--- config.mk ---
export PLATFORM = sky130hd
export DESIGN_NAME = civil_date_to_epoch_us_unit
export DESIGN_NICKNAME = d
export VERILOG_FILES = /design/src/hdl/cdeu_pkg.sv /design/src/hdl/cdeu_ctrl.sv /design/src/hdl/cdeu_cal.sv /design/src/hdl/cdeu_scale.sv /design/src/hdl/civil_date_to_epoch_us_unit.sv
export SDC_FILE = /design/constraint.sdc
export NUM_CORES = 2
export LEC_CHECK = 0
export ABC_AREA = 1
export BUFFER_PORTS_ARGS = -buffer_cell sky130_fd_sc_hd__buf_2
export CAP_MARGIN = 10
export CORE_MARGIN = 3
export CORE_UTILIZATION = 47
export CTS_BUF_LIST = sky130_fd_sc_hd__clkbuf_8
export CTS_CLUSTER_DIAMETER = 120
export DETAILED_ROUTE_END_ITERATION = 6
export SYNTH_ARGS = -nofsm -noshare
export SYNTH_HDL_FRONTEND = slang
export SYNTH_SLANG_ARGS = --single-unit
export TNS_END_PERCENT = 30
--- constraint.sdc ---
create_clock -name clk -period 9.9 [get_ports clk]
set_clock_uncertainty 0.1 [all_clocks]
set_input_delay 1.98 -clock clk [delete_from_list [all_inputs] [get_ports clk]]
set_output_delay 1.98 -clock clk [all_outputs]
set_load 0.005 [all_outputs]
--- src/hdl/cdeu_pkg.sv ---
package cdeu_pkg;

	localparam int NUM_STAGES = 6;

	localparam logic [13:0] YEAR_MAX    = 14'd9999;
	localparam logic [3:0]  MONTH_MAX   = 4'd12;
	localparam logic [3:0]  MONTH_FEB   = 4'd2;
	localparam logic [4:0]  HOUR_MAX    = 5'd23;
	localparam logic [5:0]  MINUTE_MAX  = 6'd59;
	localparam logic [5:0]  SECOND_MAX  = 6'd59;

	// x / 100 == (x * DIV100_MUL) >> DIV100_SHIFT for every 14-bit x
	localparam logic [12:0] DIV100_MUL   = 13'd5243;
	localparam int          DIV100_SHIFT = 19;

	localparam logic [16:0] SEC_PER_DAY  = 17'd86400;
	localparam logic [11:0] SEC_PER_HOUR = 12'd3600;
	localparam logic [5:0]  SEC_PER_MIN  = 6'd60;
	localparam logic [19:0] US_PER_SEC   = 20'd1000000;
	localparam logic [9:0]  US_PER_MS    = 10'd1000;
	localparam logic [58:0] EPOCH_US     = 59'd62135596800000000;

	// upper bound allows for unchecked milliseconds up to 1023 on the last second
	localparam logic signed [58:0] EPOCH_US_MIN = -59'sd62135596800000000;
	localparam logic signed [58:0] EPOCH_US_MAX = 59'sd253402300800023000;

	typedef struct packed {
		logic [13:0] year;
		logic [3:0]  month;
		logic [4:0]  day_of_month;
		logic [4:0]  hour;
		logic [5:0]  minute;
		logic [5:0]  second;
		logic [9:0]  millisecond;
	} date_item_t;

	typedef struct packed {
		logic signed [58:0] epoch_us;
		logic               invalid;
	} result_item_t;

	typedef struct packed {
		logic [NUM_STAGES-1:0] load;
	} pipe_ctl_t;

	// calendar half to scaling half
	typedef struct packed {
		logic [22:0] days;
		logic [16:0] tod_sec;
		logic [9:0]  millisecond;
		logic        bad;
	} cal_t;

	function automatic logic [4:0] month_len(input logic [3:0] m);
		logic [4:0] len;
		unique case (m)
			4'd1, 4'd3, 4'd5, 4'd7, 4'd8, 4'd10, 4'd12: len = 5'd31;
			4'd4, 4'd6, 4'd9, 4'd11:                    len = 5'd30;
			4'd2:                                       len = 5'd28;
			default:                                    len = 5'd0;
		endcase
		return len;
	endfunction

	// days before the first of the month, non-leap year
	function automatic logic [8:0] month_start(input logic [3:0] m);
		logic [8:0] st;
		unique case (m)
			4'd1:    st = 9'd0;
			4'd2:    st = 9'd31;
			4'd3:    st = 9'd59;
			4'd4:    st = 9'd90;
			4'd5:    st = 9'd120;
			4'd6:    st = 9'd151;
			4'd7:    st = 9'd181;
			4'd8:    st = 9'd212;
			4'd9:    st = 9'd243;
			4'd10:   st = 9'd273;
			4'd11:   st = 9'd304;
			4'd12:   st = 9'd334;
			default: st = 9'd0;
		endcase
		return st;
	endfunction

endpackage

--- src/hdl/cdeu_ctrl.sv ---
module cdeu_ctrl (
	input  logic                 clk,
	input  logic                 arst_n,
	input  logic                 item_valid,
	output logic                 item_stall,
	output logic                 result_valid,
	input  logic                 result_stall,
	output cdeu_pkg::pipe_ctl_t  ctl
);

	logic [cdeu_pkg::NUM_STAGES-1:0] valid_q;
	logic [cdeu_pkg::NUM_STAGES:0]   rdy;

	// a stage may load when it is empty or the one after it moves on
	always_comb begin
		rdy[cdeu_pkg::NUM_STAGES] = !result_stall;
		for (int k = cdeu_pkg::NUM_STAGES - 1; k >= 0; k--) begin
			rdy[k] = !valid_q[k] || rdy[k+1];
		end
	end

	always_ff @(posedge clk or negedge arst_n) begin
		if (!arst_n) begin
			valid_q <= '0;
		end else begin
			if (rdy[0]) begin
				valid_q[0] <= item_valid;
			end
			for (int k = 1; k < cdeu_pkg::NUM_STAGES; k++) begin
				if (rdy[k]) begin
					valid_q[k] <= valid_q[k-1];
				end
			end
		end
	end

	assign ctl.load     = rdy[cdeu_pkg::NUM_STAGES-1:0];
	assign item_stall   = !rdy[0];
	assign result_valid = valid_q[cdeu_pkg::NUM_STAGES-1];

endmodule

--- src/hdl/cdeu_cal.sv ---
module cdeu_cal (
	input  logic                  clk,
	input  cdeu_pkg::pipe_ctl_t   ctl,
	input  cdeu_pkg::date_item_t  item,
	output cdeu_pkg::cal_t        cal
);

	// stage 1
	logic [13:0] year_s1, py_s1;
	logic [7:0]  q100y_s1, q100p_s1;
	logic [3:0]  month_s1;
	logic [4:0]  day_s1;
	logic [9:0]  ms_s1;
	logic [16:0] tod_sec_s1;
	logic        ym_bad_s1, tod_bad_s1;

	// stage 2
	logic        leap_s2;
	logic [22:0] days_year_s2;
	logic [3:0]  month_s2;
	logic [4:0]  day_s2;
	logic [9:0]  ms_s2;
	logic [16:0] tod_sec_s2;
	logic        bad_s2;

	// stage 3
	cdeu_pkg::cal_t cal_s3;

	logic [13:0] py;
	logic [26:0] prod_y, prod_p;
	logic [13:0] r100_full;
	logic [6:0]  r100;
	logic        leap;
	logic [22:0] days_year;
	logic [4:0]  mlen;
	logic        day_bad;
	logic [22:0] days;

	always_comb begin
		py     = item.year - 14'd1;
		prod_y = 27'(item.year) * 27'(cdeu_pkg::DIV100_MUL);
		prod_p = 27'(py) * 27'(cdeu_pkg::DIV100_MUL);
	end

	always_ff @(posedge clk) begin
		if (ctl.load[0]) begin
			year_s1    <= item.year;
			py_s1      <= py;
			q100y_s1   <= prod_y[cdeu_pkg::DIV100_SHIFT +: 8];
			q100p_s1   <= prod_p[cdeu_pkg::DIV100_SHIFT +: 8];
			month_s1   <= item.month;
			day_s1     <= item.day_of_month;
			ms_s1      <= item.millisecond;
			tod_sec_s1 <= 17'(item.hour) * 17'(cdeu_pkg::SEC_PER_HOUR)
			            + 17'(item.minute) * 17'(cdeu_pkg::SEC_PER_MIN)
			            + 17'(item.second);
			ym_bad_s1  <= (item.year == 14'd0) || (item.year > cdeu_pkg::YEAR_MAX)
			            || (item.month == 4'd0) || (item.month > cdeu_pkg::MONTH_MAX);
			tod_bad_s1 <= (item.hour > cdeu_pkg::HOUR_MAX)
			            || (item.minute > cdeu_pkg::MINUTE_MAX)
			            || (item.second > cdeu_pkg::SECOND_MAX);
		end
	end

	// leap by 4/100/400; year % 400 == 0 is year % 100 == 0 with year / 100 % 4 == 0
	always_comb begin
		r100_full = year_s1 - 14'(q100y_s1) * 14'd100;
		r100      = r100_full[6:0];
		leap      = ((year_s1[1:0] == 2'd0) && (r100 != 7'd0))
		         || ((r100 == 7'd0) && (q100y_s1[1:0] == 2'd0));
		days_year = 23'(py_s1) * 23'd365 + 23'(py_s1[13:2])
		          - 23'(q100p_s1) + 23'(q100p_s1[7:2]);
	end

	always_ff @(posedge clk) begin
		if (ctl.load[1]) begin
			leap_s2      <= leap;
			days_year_s2 <= days_year;
			month_s2     <= month_s1;
			day_s2       <= day_s1;
			ms_s2        <= ms_s1;
			tod_sec_s2   <= tod_sec_s1;
			bad_s2       <= ym_bad_s1 || tod_bad_s1;
		end
	end

	always_comb begin
		mlen    = cdeu_pkg::month_len(month_s2)
		        + 5'((month_s2 == cdeu_pkg::MONTH_FEB) && leap_s2);
		day_bad = (day_s2 == 5'd0) || (day_s2 > mlen);
		days    = days_year_s2 + 23'(cdeu_pkg::month_start(month_s2))
		        + 23'((month_s2 > cdeu_pkg::MONTH_FEB) && leap_s2)
		        + 23'(day_s2) - 23'd1;
	end

	always_ff @(posedge clk) begin
		if (ctl.load[2]) begin
			cal_s3.days        <= days;
			cal_s3.tod_sec     <= tod_sec_s2;
			cal_s3.millisecond <= ms_s2;
			cal_s3.bad         <= bad_s2 || day_bad;
		end
	end

	assign cal = cal_s3;

endmodule

--- src/hdl/cdeu_scale.sv ---
module cdeu_scale (
	input  logic                    clk,
	input  cdeu_pkg::pipe_ctl_t     ctl,
	input  cdeu_pkg::cal_t          cal,
	output cdeu_pkg::result_item_t  result
);

	logic [39:0] sec_s4;
	logic [9:0]  ms_s4;
	logic        bad_s4;

	logic [39:0] p_lo_s5, p_hi_s5;
	logic [58:0] ms_off_s5;
	logic        bad_s5;

	cdeu_pkg::result_item_t result_s6;

	logic [58:0] total;

	always_ff @(posedge clk) begin
		if (ctl.load[3]) begin
			sec_s4 <= 40'(cal.days) * 40'(cdeu_pkg::SEC_PER_DAY) + 40'(cal.tod_sec);
			ms_s4  <= cal.millisecond;
			bad_s4 <= cal.bad;
		end
	end

	// seconds split in two 20-bit halves so each product stays 20 x 20
	always_ff @(posedge clk) begin
		if (ctl.load[4]) begin
			p_lo_s5   <= 40'(sec_s4[19:0]) * 40'(cdeu_pkg::US_PER_SEC);
			p_hi_s5   <= 40'(sec_s4[39:20]) * 40'(cdeu_pkg::US_PER_SEC);
			ms_off_s5 <= 59'(ms_s4) * 59'(cdeu_pkg::US_PER_MS) - cdeu_pkg::EPOCH_US;
			bad_s5    <= bad_s4;
		end
	end

	// result is taken modulo 2^59
	always_comb begin
		total = {p_hi_s5[38:0], 20'd0} + 59'(p_lo_s5) + ms_off_s5;
	end

	always_ff @(posedge clk) begin
		if (ctl.load[5]) begin
			result_s6.epoch_us <= bad_s5 ? '0 : $signed(total);
			result_s6.invalid  <= bad_s5;
		end
	end

	assign result = result_s6;

endmodule

--- src/hdl/civil_date_to_epoch_us_unit.sv ---
// Gregorian date and time of day to signed microseconds since 1970-01-01 00:00.
// One item per cycle at full rate while result_stall is low; each item passes
// through six register stages (three for the calendar check and day count,
// three for the scaling to microseconds, the last of which is the output
// register). A field out of range gives invalid = 1 and epoch_us = 0;
// milliseconds are not checked and are added as they stand. A stalled result
// holds the pipeline only as far back as the first empty stage.
module civil_date_to_epoch_us_unit (
	input  logic                    clk,
	input  logic                    arst_n,
	input  logic                    item_valid,
	output logic                    item_stall,
	input  cdeu_pkg::date_item_t    item,
	output logic                    result_valid,
	input  logic                    result_stall,
	output cdeu_pkg::result_item_t  result
);

	cdeu_pkg::pipe_ctl_t ctl;
	cdeu_pkg::cal_t      cal;

	cdeu_ctrl u_ctrl (
		.clk          (clk),
		.arst_n       (arst_n),
		.item_valid   (item_valid),
		.item_stall   (item_stall),
		.result_valid (result_valid),
		.result_stall (result_stall),
		.ctl          (ctl)
	);

	cdeu_cal u_cal (
		.clk  (clk),
		.ctl  (ctl),
		.item (item),
		.cal  (cal)
	);

	cdeu_scale u_scale (
		.clk    (clk),
		.ctl    (ctl),
		.cal    (cal),
		.result (result)
	);

	// input held back only when every stage is full and the output waits
	a_stall_only_when_full: assert property (@(posedge clk) disable iff (!arst_n)
		item_stall |-> (result_valid && result_stall))
		else $error("input stalled with room in the pipeline");

	a_invalid_zero: assert property (@(posedge clk) disable iff (!arst_n)
		(result_valid && result.invalid) |-> (result.epoch_us == '0))
		else $error("invalid item with nonzero epoch");

	a_epoch_range: assert property (@(posedge clk) disable iff (!arst_n)
		(result_valid && !result.invalid) |->
			((result.epoch_us >= cdeu_pkg::EPOCH_US_MIN)
			&& (result.epoch_us <= cdeu_pkg::EPOCH_US_MAX)))
		else $error("epoch outside calendar range");

endmodule
* Word level (Yosys, flattened, before mapping)
Memories as Yosys holds them, arrays and structs flattened. A register that Yosys moved wholly into a read port is not among the register bits. Cells that the tools add are included.
Storage, ports and cells: flip-flop bits (word level) 431, ROM bits 224, input bits 54, output and inout port bits 62, word-level logic and storage cells 108, memories 2
Operators by class: add/subtract/negate cells 16, $mul 10, $lt $le $gt $ge 7, equal/unequal tests 1, mux-type cells 2, reductions and logical operators 34
Memory list:
- (name not given) | depth 16, width 9, rd ports 1, clocked after Yosys merged registers in 1, write ports 0, RTL line cdeu_pkg.sv:68 | unique case (m)
- (name not given) | depth 16, width 5, rd ports 1, clocked after Yosys merged registers in 1, write ports 0, RTL line cdeu_pkg.sv:56 | unique case (m)
Operators by type and width (count):
- $add 59x40->59 | 1
- $add 59x59->59 | 1
- $sub 20x56->57 const B | 1
- $mul 14x13->27 const B | 2
- $add 40x17->40 | 1
- $mul 20x14->34 const B | 1
- $mul 20x14->33 const B | 1
- $mul 23x10->33 const B | 1
- $add 23x1->23 | 1
- $add 23x12->23 | 1
- $add 23x5->23 | 1
- $add 23x6->23 | 1
- $add 23x9->23 | 1
- $mul 14x9->23 const B | 1
- $sub 23x1->23 const B | 1
- $sub 23x8->23 | 1
- $add 17x12->17 | 1
- $add 17x6->17 | 1
- $mul 10x7->17 const B | 1
- $logic_or 1x1->1 | 15
- $gt 14x14->1 const B | 1
- $logic_not 14->1 | 1
- $sub 14x1->14 const B | 1
- $mul 5x8->13 const B | 1
- 18 further kinds | 31

* Depth between registers and ports, before layout
word-level depth 8, mapped depth 29, gate-level depth less buffers 29

* By module
A second synthesis with hierarchy kept.
Second synthesis, totals: cells, all modules 5430, area, all modules 48536.6 µm²
Modules (own cells, without submodules):
- cdeu_scale | instances 1, cells an instance 3047, area an instance 26152.6 µm², sequential area each 5855.6 µm²
- cdeu_cal | instances 1, cells an instance 2358, area an instance 22122.5 µm², sequential area each 5765.5 µm²
- cdeu_ctrl | instances 1, cells an instance 25, area an instance 261.5 µm², sequential area each 150.1 µm²

* Worst setup path after synthesis
OpenSTA, ideal clock, no wires.
kind input-to-output, from input result_stall, to output item_stall, data arrival time 5.894 ns, required time 7.820 ns, slack 1.926 ns, cell stages on the path 6, buffers on the path 0, cell sequence nand2_1 > nor2_1 > nand2_1 > nor2_2 > nand2_2 > nor2_1
RTL lines:
- from (decl) | RTL line civil_date_to_epoch_us_unit.sv:15 | input logic result_stall,
- to (decl) | RTL line civil_date_to_epoch_us_unit.sv:12 | output logic item_stall,

* Worst setup path after layout
from input item[38] (netlist name), to register u_cal.q100p_s1[7] (data pin)
On the way: cells in the longest elaborated chain, start to end 2
Ends and longest elaborated chain:
- from (decl) | RTL line civil_date_to_epoch_us_unit.sv:13 | input cdeu_pkg::date_item_t item,
- $sub 14x1->14 | RTL line cdeu_cal.sv:40 | py = item.year - 14'd1;
- named net u_cal.py[11] | RTL line cdeu_cal.sv:29 | logic [13:0] py;
- $mul 14x13->27 | RTL line cdeu_cal.sv:42 | prod_p = 27'(py) * 27'(cdeu_pkg::DIV100_MUL);
- named net u_cal.prod_p[26] | RTL line cdeu_cal.sv:30 | logic [26:0] prod_y, prod_p;
- to (signal assigned) | RTL line cdeu_cal.sv:50 | q100p_s1 <= prod_p[cdeu_pkg::DIV100_SHIFT +: 8];
- to (decl) | RTL line cdeu_cal.sv:10 | logic [7:0] q100y_s1, q100p_s1;
The timed path passes the listed nets, and every way through them passes these cells. A chain may end at the register's enable or synchronous reset.

==> summary.md <==
| Metric | Value |
|---|---|
| Global-route met3 utilization | `2.32%` |
| Via Count | `32.4k` |
| Maximum net fanout on the critical path | `8` |
| DR DRC count | `0` |
| Buffers from clock root to sink, at most | `3` |
| Number of synthesized flops with an enable pin | `379` |
| Post-Syn Area | `46900 um^2` |
| Detail-routed via count per cell | `4.97` |
| Syn avg cell area | `9.40 um^2` |
| HP Start | `u_cal.tod_sec_s1[9]` |
| Sum of net half-perimeters after detailed placement | `85900 um` |
| Worst Tran Pin Value | `1.22 ns` |
| Top area cells in the synthesized netlist | `edfxtp_1, ha_1, fa_1` |
| Number of port buffers | `112` |
| PostCTS Resize Cnt | `0` |
| Share of final-layout standard cells stronger than drive strength 1 | `6.07%` |
| Gate count of the mapped netlist | `4983` |
| Setup_tns | `0 ns` |
| Setup repair after global routing missed its margin | `false` |
| GR Overflow Total | `0` |
| Result of the run | `complete, no violations` |
| Clock insertion delay at the later pin of the skew report | `0.72 ns` |
| Total detailed-routing wirelength | `99400 um` |
| Number of top-level design ports | `116` |
| Wire length of the first global-routing pass | `168000 um` |
| FFs w/ async S/R, synth | `1.51%` |
| Worst path arrival time | `8.36 ns` |
| Sinks on the clock net | `397` |
| Most frequent cell after synthesis | `inv_1` |
| Number of antenna violations at the first check in global routing | `2` |
| Worst setup slack for register-to-register paths | `4.04 ns` |
| Final clock period utilization by the worst path | `81.2%` |
| Post-synth top cells | `inv_1, ha_1, nand2_1` |
| Share of synthesized area occupied by flip-flops and latches | `25.1%` |
| Combined global-route utilization of all metal layers | `20.1%` |
| Number of nets in the layout | `6548` |
| Post-CTS Setup Inserts | `0` |
| Time the worst path needs with I/O delays and setup | `8.04 ns` |
| Detailed Route Iter0 Violations | `1421` |
| Number of setup violations in the final report | `0` |
| Startpoint kind of the worst setup timing path | `primary input` |
| Portion of synthesized cell area occupied by the leading cell type | `24.3%` |
| Die Footprint | `104000 um^2` |
| Distinct cell type count of the synthesized netlist | `56` |
| DR WL/cell | `15.3 um` |
| Type of the worst setup path | `in2reg` |
| Number of warnings issued by yosys | `0` |
| Number of iterations in the first detailed-routing pass | `6` |
| Reg-to-reg startpoint | `u_scale.sec_s4[3]` |
| Kind of path behind the tightest hold check | `reg2reg` |
| Number of nets with antenna violations after routing | `0` |
| Max-slew violation total from the final report | `0` |
| Number of buffers inserted for hold repair after clock tree synthesis | `0` |
| Met1 routing resource usage after global routing | `25.6%` |
| Number of H-tree levels | `3` |
| First element of the critical path | `item[38]` |
| Number of register bits inferred by synthesis | `397` |
| Kind of end point of the critical path | `register` |
| Maxcap violations | `0` |
| Largest net degree at the start of global routing | `73` |
| Clock tree from TritonCTS | `yes` |
| Flip-flop cell with the highest count after synthesis | `edfxtp_1` |
| Number of buffers created by CTS | `73` |
| Max frequency | `124 MHz` |
| Layout-stage area growth over the synthesis result | `7.97%` |
| Gp weighted congestion | `0.912` |
| Hold Fails Final Rpt | `0` |
| Biggest area consumer among synthesized cells | `edfxtp_1` |
| Die boundary width | `322 um` |
| GRT met2 Usage | `36.0%` |
| Master cell of the clock root buffer | `clkbuf_8` |
| Grt peak-use layer | `met2` |
| Chip Height | `322 um` |
| Core area | `98600 um^2` |
| Initial standard-cell utilization of the core | `47.5%` |
| Crit path required time | `10.22 ns` |
| Vias in the first global route | `33.8k` |
| Headroom to the max-slew limit | `18.6%` |
| Number of rows in the core area | `115` |
| Clk slew on worst S/H paths | `0.06 ns` |
-- worst paths after layout --
check / end / cells after the start
setup / recovery: u_cal.q100p_s1[7] / 26
hold / removal: u_cal.tod_sec_s2[9] / 0
setup reg to reg: u_scale.p_lo_s5[39] / 20
hold reg to reg: u_cal.tod_sec_s2[9] / 0
max in group asynchronous: u_ctrl.valid_q[1] / 1
min in group asynchronous: u_ctrl.valid_q[2] / 1
-- cell type report --
type / instances / area (um^2)
tap: 1287 / 1610
fill: 9259 / 48000
inverter: 1163 / 4370
clock inverter: 53 / 468
antenna: 1 / 2.50
multi-input combinational: 3415 / 30700
timing repair buffer: 122 / 636
sequential: 397 / 11800
clock buffer: 76 / 1050
-- metrics by stage --
stage / cells / cell area, um^2 / util [%] / setup WS [ns] / hold slack, ns
2_1_floorplan: 4985 / 46900 / - / 1.93 / 0.300
3_3_place_gp: 6384 / 49100 / 49.8 / 1.26 / 0.301
3_5_place_dp: 6384 / 49100 / 49.8 / 1.16 / 0.305
4_1_cts: 6513 / 50600 / 51.3 / 1.96 / 0.280
5_1_grt: 6514 / 50600 / 51.3 / 1.40 / 0.290
6_report: 6514 / 50600 / 51.3 / 1.86 / 0.288
-- routing by layer --
metal,part of all wire [%],routed length (um),up-vias
met3,3.0,3010,134
met2,49,48900,469
li1,-,-,16439
met5,0.0091,9,-
met1,45,44900,15308
met4,2.6,2570,2
-- cells by family (layout without fill, tap and decap cells) --
kind of cell               count (synthesis)  after routing  share of synthesized area (%)
adders and majority gates               1322           1322                           42.6
and+or+nand+nor                         1261           1261                           11.5
buffers and inverters                   1173           1414                           9.42
AOI/OAI and AO/OA                        615            615                           7.32
DFF                                      397            397                           25.1
xor gates and xnor gates                 214            214                           4.02
other                                      1              4                        0.00800
-- state kept, by name, indices dropped and copies added, names as in the netlist, 19 cells and up, named ones only --
register and count:
u_cal.cal 51, u_cal.days_year_s2 23, u_scale.ms_off_s5 19, u_scale.p_hi_s5 33, u_scale.p_lo_s5 34, u_scale.result 57, u_scale.sec_s4 40
-- worst max-delay path, stage by stage --
cell and delay (ns):
buf_2 0.18, inv_1 0.26, ha_1 0.20, nand2_1 0.05
nand2_1 0.09, a21boi_1 0.09, o21ai_1 0.26, nand2_1 0.14
nand3_1 0.10, xor2_1 0.53, inv_1 0.32, fa_1 0.52
ha_1 0.34, fa_1 0.48, inv_1 0.05, fa_1 0.50
fa_1 0.56, inv_1 0.06, ha_1 0.31, nand2_1 0.08
nor4_1 0.39, nand3_1 0.13, nor3_1 0.26, nor2_1 0.16
o21ai_0 0.21, xor2_1 0.09
-- cell usage in the layout, fill, tap and decap left out, types with 4 or more instances in the layout --
| cell | n |
|---|---|
| inv_1 | 1167 |
| ha_1 | 866 |
| nand2_1 | 672 |
| fa_1 | 456 |
| edfxtp_1 | 379 |
| a21oi_1 | 292 |
| nor2_1 | 278 |
| o21ai_0 | 170 |
| xor2_1 | 142 |
| nand3_1 | 138 |
| buf_2 | 112 |
| clkbuf_8 | 76 |
| xnor2_1 | 71 |
| nor3_1 | 41 |
| nand2_2 | 36 |
| nand4_1 | 35 |
| a21o_1 | 33 |
| a31oi_1 | 26 |
| o21bai_1 | 22 |
| o21a_1 | 19 |
| clkinv_1 | 13 |
| dfxtp_1 | 12 |
| nor2_2 | 11 |
| a21boi_0 | 10 |
| nor2_4 | 10 |
| buf_4 | 10 |
| o21ai_1 | 9 |
| nand3b_1 | 9 |
| inv_2 | 9 |
| o211ai_1 | 8 |
| nand3_2 | 8 |
| or2_2 | 8 |
| clkinvlp_4 | 8 |
| clkinv_2 | 7 |
| bufinv_16 | 7 |
| nor4_1 | 6 |
| dfrtp_1 | 6 |
| o2111ai_1 | 4 |
Power is not shown: default switching activity piles up to over one toggle a cycle in this logic, so the estimate is an artifact.
